## config.mk

```make
export PLATFORM = sky130hd
export DESIGN_NAME = bollinger_band_position_top
export DESIGN_NICKNAME = d
export VERILOG_FILES = /design/src/bbpos_pkg.sv /design/src/bollinger_band_position_top.sv
export SDC_FILE = /design/constraint.sdc
export NUM_CORES = 2
export LEC_CHECK = 0
export BUFFER_PORTS_ARGS = -buffer_cell sky130_fd_sc_hd__buf_4
export CORE_ASPECT_RATIO = 0.8
export CORE_MARGIN = 1
export CORE_UTILIZATION = 65
export DETAILED_ROUTE_END_ITERATION = 7
export GPL_TIMING_DRIVEN = 0
export MAX_ROUTING_LAYER = met4
export PLACE_DENSITY = 0.81
export REMOVE_ABC_BUFFERS = 1
export SYNTH_ARGS = -nofsm -noshare
export SYNTH_HDL_FRONTEND = slang
export SYNTH_SLANG_ARGS = --single-unit
```

## constraint.sdc

```tcl
create_clock -name clk -period 30.3 [get_ports clk]
set_input_delay 1.515 -clock clk [delete_from_list [all_inputs] [get_ports clk]]
set_output_delay 1.515 -clock clk [all_outputs]
set_load 0.02 [all_outputs]
```

## src/bbpos_pkg.sv

```systemverilog
`timescale 1ns / 1ps

package bbpos_pkg;

    localparam int WINDOW_DEFAULT = 20;
    localparam int PRICE_W        = 24;
    localparam int POS_W          = 17;
    localparam int FRAC_W         = 16;
    localparam int BAND_MULT_W    = 3;
    localparam logic [BAND_MULT_W-1:0] BAND_MULT_RESET = 3'd2;
    localparam logic [POS_W-1:0]       POS_FULL        = 17'h10000;

    typedef struct packed {
        logic [PRICE_W-1:0] close_price;
        logic               series_start;
    } price_item_t;

    typedef struct packed {
        logic [POS_W-1:0] band_position;
        logic             position_valid;
    } band_item_t;

    typedef enum logic [3:0] {
        ST_IDLE,
        ST_SQ_OLD,
        ST_SQ_NEW,
        ST_ADD_NEW,
        ST_SQ_SUM,
        ST_DIFF,
        ST_ROOT,
        ST_SCALE,
        ST_FRAME,
        ST_CLAMP,
        ST_DIVIDE,
        ST_DONE
    } bbpos_state_t;

    typedef enum logic [1:0] {
        MUL_OLD_SQ,
        MUL_NEW_SQ,
        MUL_SUM_SQ,
        MUL_SCALE
    } bbpos_mul_sel_t;

endpackage

```

## src/bollinger_band_position_top.sv

```systemverilog
`timescale 1ns / 1ps

// The result is computed by the bit-serial square root (SW steps, SW = 24 + clog2(WINDOW))
// and the 16-step divider.
// Items with too little history or a zero band multiplier skip the square root and divider.
// One item at a time: the next input transfer follows the result load, which waits while
// a result is stalled.
// Reset (rst_n, asynchronous): empty history, band_mult = 2, no result pending.
module bollinger_band_position_top #(
    parameter int WINDOW = bbpos_pkg::WINDOW_DEFAULT
) (
    input  logic                                   clk,
    input  logic                                   rst_n,
    input  logic                                   band_mult_wr_en,
    input  logic [bbpos_pkg::BAND_MULT_W-1:0]      band_mult_wr_data,
    input  logic                                   price_valid,
    output logic                                   price_stall,
    input  bbpos_pkg::price_item_t                 price_data,
    output logic                                   result_valid,
    input  logic                                   result_stall,
    output bbpos_pkg::band_item_t                  result_data
);
    import bbpos_pkg::*;

    localparam int LW  = $clog2(WINDOW);
    localparam int AW  = LW;
    localparam int SW  = PRICE_W + LW;
    localparam int QW  = 2 * PRICE_W + LW;
    localparam int DW  = 2 * SW;
    localparam int NW  = SW + 5;
    localparam int DNW = SW + 4;
    localparam int BW  = $clog2(WINDOW + 2);
    localparam int CW  = $clog2(SW);
    localparam int FCW = $clog2(FRAC_W);

    bbpos_state_t   state_reg, state_next;
    bbpos_mul_sel_t mul_sel;

    logic [PRICE_W-1:0]     price_ring [WINDOW];
    logic [PRICE_W-1:0]     old_price_reg;
    logic [PRICE_W-1:0]     price_reg;
    logic [AW-1:0]          write_slot_reg;
    logic [BW-1:0]          bars_reg;
    logic                   sub_old_reg;
    logic [SW-1:0]          sum_reg;
    logic [QW-1:0]          sq_sum_reg;
    logic [BAND_MULT_W-1:0] band_mult_reg;
    logic [DW-1:0]          prod_reg;
    logic [DW-1:0]          root_rem_reg;
    logic [DW-1:0]          root_res_reg;
    logic [DW-1:0]          root_bit_reg;
    logic [CW-1:0]          root_cnt_reg;
    logic [NW-1:0]          num_reg;
    logic [DNW-1:0]         den_reg;
    logic [DNW-1:0]         div_rem_reg;
    logic [FRAC_W-1:0]      quot_reg;
    logic [FCW-1:0]         div_cnt_reg;
    logic [POS_W-1:0]       pos_reg;
    logic                   valid_reg;
    logic                   result_valid_reg;
    band_item_t             result_data_reg;

    logic                   accept;
    logic                   out_free;
    logic [AW-1:0]          slot_eff;
    logic [BW-1:0]          bars_eff;
    logic [SW-1:0]          mul_a;
    logic [SW-1:0]          mul_b;
    logic [DW-1:0]          mul_p;
    logic [DW-1:0]          root_trial;
    logic                   root_take;
    logic [DNW:0]           div_shift;
    logic                   div_take;
    logic [FRAC_W-1:0]      quot_next;
    logic                   num_nonpos;
    logic                   num_over;
    logic                   history_ok;

    assign accept   = price_valid && !price_stall;
    assign out_free = !result_valid_reg || !result_stall;
    assign slot_eff = price_data.series_start ? '0 : write_slot_reg;
    assign bars_eff = price_data.series_start ? '0 : bars_reg;

    assign mul_p      = DW'(mul_a) * DW'(mul_b);
    assign root_trial = root_res_reg + root_bit_reg;
    assign root_take  = root_rem_reg >= root_trial;
    assign div_shift  = {div_rem_reg, 1'b0};
    assign div_take   = div_shift >= {1'b0, den_reg};
    assign quot_next  = {quot_reg[FRAC_W-2:0], div_take};
    assign num_nonpos = num_reg[NW-1] || (num_reg == '0);
    assign num_over   = num_reg[NW-2:0] >= den_reg;
    assign history_ok = (bars_reg == BW'(WINDOW + 1)) && (band_mult_reg != '0);

    assign result_valid = result_valid_reg;
    assign result_data  = result_data_reg;

    // Next state.
    always_comb
    begin
        state_next = state_reg;
        unique case (state_reg)
            ST_IDLE:
            begin
                if (price_valid)
                begin
                    state_next = ST_SQ_OLD;
                end
            end
            ST_SQ_OLD:  state_next = ST_SQ_NEW;
            ST_SQ_NEW:  state_next = ST_ADD_NEW;
            ST_ADD_NEW: state_next = history_ok ? ST_SQ_SUM : ST_DONE;
            ST_SQ_SUM:  state_next = ST_DIFF;
            ST_DIFF:    state_next = ST_ROOT;
            ST_ROOT:
            begin
                if (root_cnt_reg == '0)
                begin
                    state_next = ST_SCALE;
                end
            end
            ST_SCALE:   state_next = (root_res_reg == '0) ? ST_DONE : ST_FRAME;
            ST_FRAME:   state_next = ST_CLAMP;
            ST_CLAMP:   state_next = (num_nonpos || num_over) ? ST_DONE : ST_DIVIDE;
            ST_DIVIDE:
            begin
                if (div_cnt_reg == '0)
                begin
                    state_next = ST_DONE;
                end
            end
            ST_DONE:
            begin
                if (out_free)
                begin
                    state_next = ST_IDLE;
                end
            end
            default:    state_next = ST_IDLE;
        endcase
    end

    // Outputs of the sequencer: input stall and the shared multiplier operands.
    always_comb
    begin
        price_stall = (state_reg != ST_IDLE);
        mul_sel     = MUL_OLD_SQ;
        unique case (state_reg)
            ST_SQ_NEW: mul_sel = MUL_NEW_SQ;
            ST_SQ_SUM: mul_sel = MUL_SUM_SQ;
            ST_SCALE:  mul_sel = MUL_SCALE;
            default:   mul_sel = MUL_OLD_SQ;
        endcase
    end

    always_comb
    begin
        unique case (mul_sel)
            MUL_OLD_SQ:
            begin
                mul_a = SW'(old_price_reg);
                mul_b = SW'(old_price_reg);
            end
            MUL_NEW_SQ:
            begin
                mul_a = SW'(price_reg);
                mul_b = SW'(price_reg);
            end
            MUL_SUM_SQ:
            begin
                mul_a = sum_reg;
                mul_b = sum_reg;
            end
            default:
            begin
                mul_a = SW'(band_mult_reg);
                mul_b = root_res_reg[SW-1:0];
            end
        endcase
    end

    // Price history. The read returns the entry before this transfer overwrites it.
    always_ff @(posedge clk)
    begin
        if (accept)
        begin
            old_price_reg        <= price_ring[slot_eff];
            price_ring[slot_eff] <= price_data.close_price;
        end
    end

    always_ff @(posedge clk or negedge rst_n)
    begin
        if (!rst_n)
        begin
            state_reg        <= ST_IDLE;
            write_slot_reg   <= '0;
            bars_reg         <= '0;
            sum_reg          <= '0;
            sq_sum_reg       <= '0;
            band_mult_reg    <= BAND_MULT_RESET;
            result_valid_reg <= 1'b0;
        end
        else
        begin
            state_reg <= state_next;
            if (band_mult_wr_en)
            begin
                band_mult_reg <= band_mult_wr_data;
            end
            if (accept)
            begin
                write_slot_reg <= (slot_eff == AW'(WINDOW - 1)) ? '0 : slot_eff + 1'b1;
                bars_reg       <= (bars_eff == BW'(WINDOW + 1)) ? bars_eff : bars_eff + 1'b1;
                if (price_data.series_start)
                begin
                    sum_reg    <= '0;
                    sq_sum_reg <= '0;
                end
            end
            if (state_reg == ST_SQ_NEW)
            begin
                sum_reg    <= sum_reg - (sub_old_reg ? SW'(old_price_reg) : '0)
                              + SW'(price_reg);
                sq_sum_reg <= sq_sum_reg - (sub_old_reg ? QW'(prod_reg) : '0);
            end
            if (state_reg == ST_ADD_NEW)
            begin
                sq_sum_reg <= sq_sum_reg + QW'(prod_reg);
            end
            if (state_reg == ST_DONE && out_free)
            begin
                result_valid_reg <= 1'b1;
            end
            else if (!result_stall)
            begin
                result_valid_reg <= 1'b0;
            end
        end
    end

    // Datapath registers of the products, numerator, square root and divider.
    always_ff @(posedge clk)
    begin
        if (accept)
        begin
            price_reg   <= price_data.close_price;
            sub_old_reg <= (bars_eff >= BW'(WINDOW));
        end
        case (state_reg) inside
            ST_SQ_OLD, ST_SQ_NEW, ST_SQ_SUM:
            begin
                prod_reg <= mul_p;
            end
            ST_ADD_NEW:
            begin
                pos_reg   <= '0;
                valid_reg <= 1'b0;
            end
            ST_DIFF:
            begin
                root_rem_reg <= DW'(sq_sum_reg) * DW'(WINDOW) - prod_reg;
                root_res_reg <= '0;
                root_bit_reg <= DW'(1) << (DW - 2);
                root_cnt_reg <= CW'(SW - 1);
            end
            ST_ROOT:
            begin
                if (root_take)
                begin
                    root_rem_reg <= root_rem_reg - root_trial;
                    root_res_reg <= (root_res_reg >> 1) + root_bit_reg;
                end
                else
                begin
                    root_res_reg <= root_res_reg >> 1;
                end
                root_bit_reg <= root_bit_reg >> 2;
                root_cnt_reg <= root_cnt_reg - 1'b1;
            end
            ST_SCALE:
            begin
                prod_reg <= mul_p;
            end
            ST_FRAME:
            begin
                // Two's complement wrap keeps the sign of the numerator in the top bit.
                num_reg <= NW'(price_reg) * NW'(WINDOW) - NW'(sum_reg) + NW'(prod_reg);
                den_reg <= DNW'(prod_reg) << 1;
            end
            ST_CLAMP:
            begin
                valid_reg   <= 1'b1;
                div_rem_reg <= num_reg[DNW-1:0];
                quot_reg    <= '0;
                div_cnt_reg <= FCW'(FRAC_W - 1);
                if (num_nonpos)
                begin
                    pos_reg <= '0;
                end
                else if (num_over)
                begin
                    pos_reg <= POS_FULL;
                end
            end
            ST_DIVIDE:
            begin
                div_rem_reg <= div_take ? DNW'(div_shift - {1'b0, den_reg})
                                        : DNW'(div_shift);
                quot_reg    <= quot_next;
                div_cnt_reg <= div_cnt_reg - 1'b1;
                if (div_cnt_reg == '0)
                begin
                    pos_reg <= POS_W'(quot_next);
                end
            end
            ST_DONE:
            begin
                if (out_free)
                begin
                    result_data_reg.band_position  <= pos_reg;
                    result_data_reg.position_valid <= valid_reg;
                end
            end
            default:
            begin
            end
        endcase
    end

endmodule
```

# Yosys cells after proc, flatten, opt, wreduce, memory -nomap -nowiden
# Memories as Yosys holds them, arrays and structs flattened. A register that Yosys moved wholly into a read port is not among the register bits.
# Cells that the tools add are included.
# classes
bitwise,8
order_cmp,4
muxes,59
n_eq_ne,29
mul,3
reduce_logical,40
add_sub_neg,15
# op_table
op,n
$mux W58,10
$mux W53,5
$pmux W29 S3,2
$mux W17,9
$sub A58 B58 Y58,2
$mux W33,3
$mux W29,3
$add A57 B57 Y58,1
$add A58 B57 Y58,1
$ge A58 B58 Y1,1
$logic_not A58 Y1,1
$mul A29 B29 Y58,1
$mux W57,1
$mul A53 B3 Y56 const B,1
$add A53 B53 Y53,1
$sub A53 B53 Y53,1
$pmux W4 S12,1
$add A34 B34 Y34,1
$ge A34 B33 Y1,1
$logic_not A34 Y1,1
$ge A33 B33 Y1,1
$sub A33 B33 Y33,1
$sub A29 B29 Y30,1
$add A29 B24 Y29,1
41 further kinds,107
# totals
output_inout_bits,20
ram_bits,480
input_bits,33
n_memories,1
reg_bits,487
elab_cells,182
# memory_table
name,depth,width,read_ports,rd_clocked_by_memory_dff,wr,line_no,source
price_ring,20,24,1,1,1,bollinger_band_position_top.sv:39,logic [PRICE_W-1:0] price_ring [WINDOW];

# Longest topological paths before layout
# logic_depth
word_depth,10
ltp_mapped,40
mapped_depth_nobuf,37

# Worst setup path before layout
# OpenSTA, ideal clock, no wires.
# synth_timing
kind,register to register
startpoint,register state_reg[1]
endpoint,register root_rem_reg[0] (enable)
required_time_ps,29737
stages_incl_launch_ff,7
path_buffers,2
arrival_ps,9395
synth_period_minus_slack_ps,9958
setup_ps,563
slack_ps,20342
cell_sequence,dfrtp_1 -> clkbuf_1 -> clkbuf_1 -> nor2b_1 -> nor2_1 -> nor2_1 -> a21boi_0
# synth_via
elab_chain_cells,4
elab_cells_between_ends,12
cone_classes,eq/ne (6); bitwise (2); reduce/logical (4)
# synth_lines
item,line_no,source
from (decl),bollinger_band_position_top.sv:36,"bbpos_state_t state_reg, state_next;"
from (signal assigned),bollinger_band_position_top.sv:205,state_reg <= state_next;
"$eq A4 B2 Y1, or another cell as far along",n/a,
$reduce_or A3 Y1,bollinger_band_position_top.sv:249,case (state_reg) inside
$not A1 Y1 (no source line),n/a,
$reduce_and A4 Y1 (no source line) (*),n/a,
to (signal assigned),bollinger_band_position_top.sv:261,root_rem_reg <= DW'(sq_sum_reg) * DW'(WINDOW) - prod_reg;
to (signal assigned),bollinger_band_position_top.sv:270,root_rem_reg <= root_rem_reg - root_trial;
to (decl),bollinger_band_position_top.sv:49,logic [DW-1:0] root_rem_reg;
# Every way passes the cells marked *; elsewhere a longest branch is shown, timed or not.
# A chain may end at the register's enable or synchronous reset.

# Worst setup path after layout
# layout_timing
startpoint,register state_reg[2]
endpoint,"register prod_reg[56], data pin"
# layout_via
elab_chain_cells,10
elab_cells_between_ends,17
cone_classes,mul (1); eq/ne (6); mux (8); reduce/logical (2)
# layout_lines
item,line_no,source
$eq A4 B3 Y1 or $eq A4 B2 Y1 (tied branches),bollinger_band_position_top.sv:147,unique case (state_reg)
$pmux W2 S3 (*),bollinger_band_position_top.sv:147,
"$eq A2 B2 Y1, or another cell as far along",bollinger_band_position_top.sv:157,unique case (mul_sel)
$pmux W29 S3,bollinger_band_position_top.sv:157,
$mul A29 B29 Y58 (*),bollinger_band_position_top.sv:84,assign mul_p = DW'(mul_a) * DW'(mul_b);
via mul_p[56],bollinger_band_position_top.sv:69,logic [DW-1:0] mul_p;
$mux W58 (4 in series),bollinger_band_position_top.sv:249,
$mux W58 (*),bollinger_band_position_top.sv:249,
to (signal assigned),bollinger_band_position_top.sv:252,prod_reg <= mul_p;
to (signal assigned),bollinger_band_position_top.sv:282,prod_reg <= mul_p;
to (decl),bollinger_band_position_top.sv:48,logic [DW-1:0] prod_reg;
# The timed path passes the listed nets; every way through them passes the cells marked *. The select of a mux whose other input is x is not followed.

==> summary.txt <==
Worst setup path
  • CP endpoint kind: register
  • Arr. time, crit path: between 10000 and 15000 ps
  • Slowest stage delay, CP: roughly 1600 ps
  • Setup crit start kind: register
  • Cell mode on critical path: fa_1
  • Worst reg-to-reg setup slack: roughly 16000 ps
  • Critical path's slowest cell: clkinv_1
  • Reg2Reg Launch Point: state_reg[2]
  • Critical R2R Capture: prod_reg[56]
  • WS Path Type: reg -> reg
  • Worst reg2reg path depth: 34
  • WP data required: 30800 ps
  • CP Max Fanout: 27

Timing
  • Fmax: 72.24 MHz
  • Final Max Slew Viols: 23
  • Max-slew headroom: -1.724%
  • Min Tclk post-route: roughly 14000 ps
  • Final clock skew: 49.95 ps
  • Unrepaired setup endpoints after global routing: false
  • Worst-margin pin slew: ~1500 ps
  • # setup viols final: 0
  • Crit share post-route: a little under half
  • Setup TNS: 0 ps
  • Hold Violations, Final: 0

Yosys
  • Post-Synth Adder-Cell Area: between 20% and 30%
  • Post-synthesis compound-gate area fraction: around 14%
  • Fraction of registers with async set/reset: 10.09%
  • Mux share of post-synthesis cell area: 2.341%
  • Synthesis-stage register bit count: 991
  • Post-synth EDFFs: slightly below 900
  • Register area share after synthesis: roughly a third
  • Avg Inst Size Synth: 9.621 um^2
  • Yosys cell types: between 90 and 100
  • Cell Area, Synth: approximately 93000 um^2
  • Synth warnings: 0
  • Post-Synth XOR/XNOR Area: approximately 5.1%
  • Simple-Gate Fraction of Synth Area: about an eighth
  • Largest family of logic cells by synthesized area: adder cells
  • Main flop type after synthesis: edfxtp_1
  • Syn Inst Count: a little under 10k

Clock tree
  • Hold_buf cts: 0
  • Clock transition at the registers of the reported paths: approximately 70 ps
  • Clk_lat worst skew: between 700 and 800 ps
  • CTS Sinks: slightly below 1k
  • Post-cts sizing count: 0
  • Num CTS Buffers: about 100
  • Clock Tree Root: clkbuf_16
  • CTS Buffer Depth: 3
  • H-tree levels: 3
  • CTS tree: done
  • Post-CTS Setup Bufs: 0

Die
  • Die W: 424.2 um
  • Initial Util: about two thirds
  • CORE AREA: 141000 um^2
  • Die Span Y: about 340 um
  • # rows: ~120
  • Io pins: between 50 and 60
  • Die ar.: 144100 um^2

Final layout
  • Fin nets: about 11k
  • Layout cell share with drive strength beyond 1: 4.727%
  • Final std cells w/o fill: 11.47k
  • Final-layout fill cell count: 10.29k
  • Layout area overhead: 7.256%
  • Largest register FFs: 480
  • Top reg by flops: price_ring

Job
  • Max cap viols: 3

Placed design
  • Post-DP HPWL: approximately 210 mm
  • Placer congestion estimate: ~1.0
  • DP Cell Count: approximately 11k
  • Port buffer count: between 50 and 60

Hold path
  • Worst Hold Depth: 0
  • HP Start: pos_reg[5]
  • Worst Hold Class: reg -> reg
  • WHS Endpoint: result_data[6]

Global routing
  • Largest net degree at the start of global routing: between 80 and 90
  • Vias in the first global route: approximately 73k
  • Total global routing overflow: 0
  • Initial antenna violation count: 35
  • First-pass GRT wire length: around 430 mm
  • All-Layer GR Usage: around two fifths

Routing
  • Wirelength per Cell: approximately 24 um
  • Number of DRC markers in iteration 0: 8733
  • DRT antenna net count: 0
  • Residual DRC: 2
  • DRT Pass-1 Iters: 8
  • Vias per cell: around 6.4
  • Detailed-route via count: approximately 74k
  • Routed WL: around 280 mm

Outcome
  • Status: finished with violations
  • Failing checks: design-rule violations, max-capacitance violations, max-slew violations
## cell usage after synthesis, types with 26 or more instances
library cell	number	area share [%]
nor2_1	758	3.1
o21a_1	62	0.50
o211ai_1	41	0.33
dfrtp_1	99	2.7
buf_1	43	0.17
nand2_1	961	3.9
nor2b_1	114	0.77
mux2i_1	174	1.9
o21bai_1	70	0.57
inv_1	1280	5.2
nand4_1	96	0.65
edfxtp_1	891	29
nor4_1	33	0.22
and3_1	65	0.44
nand2b_1	79	0.53
nand3_1	100	0.54
mux2_2	26	0.32
nor3_1	89	0.48
fa_1	755	16
a31oi_1	116	0.78
and2_1	108	0.73
a22oi_1	58	0.47
o21ai_0	435	2.3
xor2_1	223	2.1
clkbuf_1	331	1.3
xnor2_1	314	3.0
a21oi_1	624	3.4
o31ai_1	30	0.24
a21o_1	298	2.4
ha_1	833	11
a211oi_1	125	1.0
or3_1	39	0.26
## kinds of logic (layout without fill, tap and decap cells)
| family | Yosys count | after routing |
|---|---|---|
| AO/OA/AOI/OAI | 2113 | 2113 |
| XOR/XNOR | 537 | 537 |
| adder cells (fa/ha/maj) | 1588 | 1588 |
| buffers and inverters | 1685 | 1616 |
| flip-flops | 991 | 991 |
| multiplexers | 206 | 206 |
| other | 0 | 27 |
| AND/OR/NAND/NOR | 2512 | 2512 |
## cell type report
type | count | area [um^2] | area share [%]
Clock inverter | 59 | 738.2 | 0.7427
Sequential cell | 991 | 29260 | 29.44
Multi-Input combinational cell | 6956 | 57410 | 57.76
Inverter | 1294 | 4863 | 4.893
Clock buffer | 124 | 2631 | 2.647
Antenna cell | 27 | 67.56 | 0.06797
Timing Repair Buffer | 139 | 2074 | 2.087
Tap cell | 1875 | 2346 | 2.360
## routing by layer
| metal | vias up | part of all wire, % | GRT usage (%) |
|---|---|---|---|
| li1 | 32770 | - | - |
| met1 | 36000 | 39 | 53.20 |
| met2 | 4291 | 43 | 57.80 |
| met3 | 756 | 12 | 9.077 |
| met4 | 0 | 5.7 | 19.27 |
| met5 | - | 0 | - |
## per-stage QoR
stage	instance area [um^2]	util (%)	hold WS [ps]	worst slack, ps
after global placement	93920	66.62	402.2	10070
after CTS	99310	70.45	403.1	17000
after global routing	99390	70.50	411.5	16370
final	99400	70.51	411.7	16460
after floorplan	91180	-	400.3	18270
after detailed placement	95940	68.06	404.5	17110
## worst max-delay path, delay by kind of cell, from the launching register on
family,cells,cell delay (ps)
AO/OA/AOI/OAI,12,2500
XOR/XNOR,1,100
adder cells (fa/ha/maj),9,4380
buffers and inverters,6,2170
flip-flops,1,730
AND/OR/NAND/NOR,6,3660
## cells in the final DEF (no fill, tap or decap), types with 113 or more instances in the layout
| cell | count |
|---|---|
| inv_1 | 1275 |
| nor2b_1 | 113 |
| a211oi_1 | 125 |
| nand2_1 | 951 |
| edfxtp_1 | 891 |
| mux2i_1 | 174 |
| o21ai_0 | 433 |
| xor2_1 | 223 |
| ha_1 | 833 |
| nor2_1 | 731 |
| a21o_1 | 298 |
| a21oi_1 | 623 |
| xnor2_1 | 314 |
| a31oi_1 | 115 |
| fa_1 | 755 |
## how the worst max path moves through the flow
stage                           start                end  slack (ps)  cells after the start
floorplan                state_reg[0]       prod_reg[56]       18270                     33
global placement    write_slot_reg[0]  price_ring[7][15]       10070                      5
detailed placement       state_reg[2]       prod_reg[38]       17110                     30
CTS                      state_reg[2]       prod_reg[38]       17000                     30
global route             state_reg[2]       prod_reg[56]       16370                     34
finish                   state_reg[2]       prod_reg[56]       16460                     34
Power is left out: the tool's default activity adds up to more than one toggle a clock period on the data nets, which glitch-free logic cannot reach.
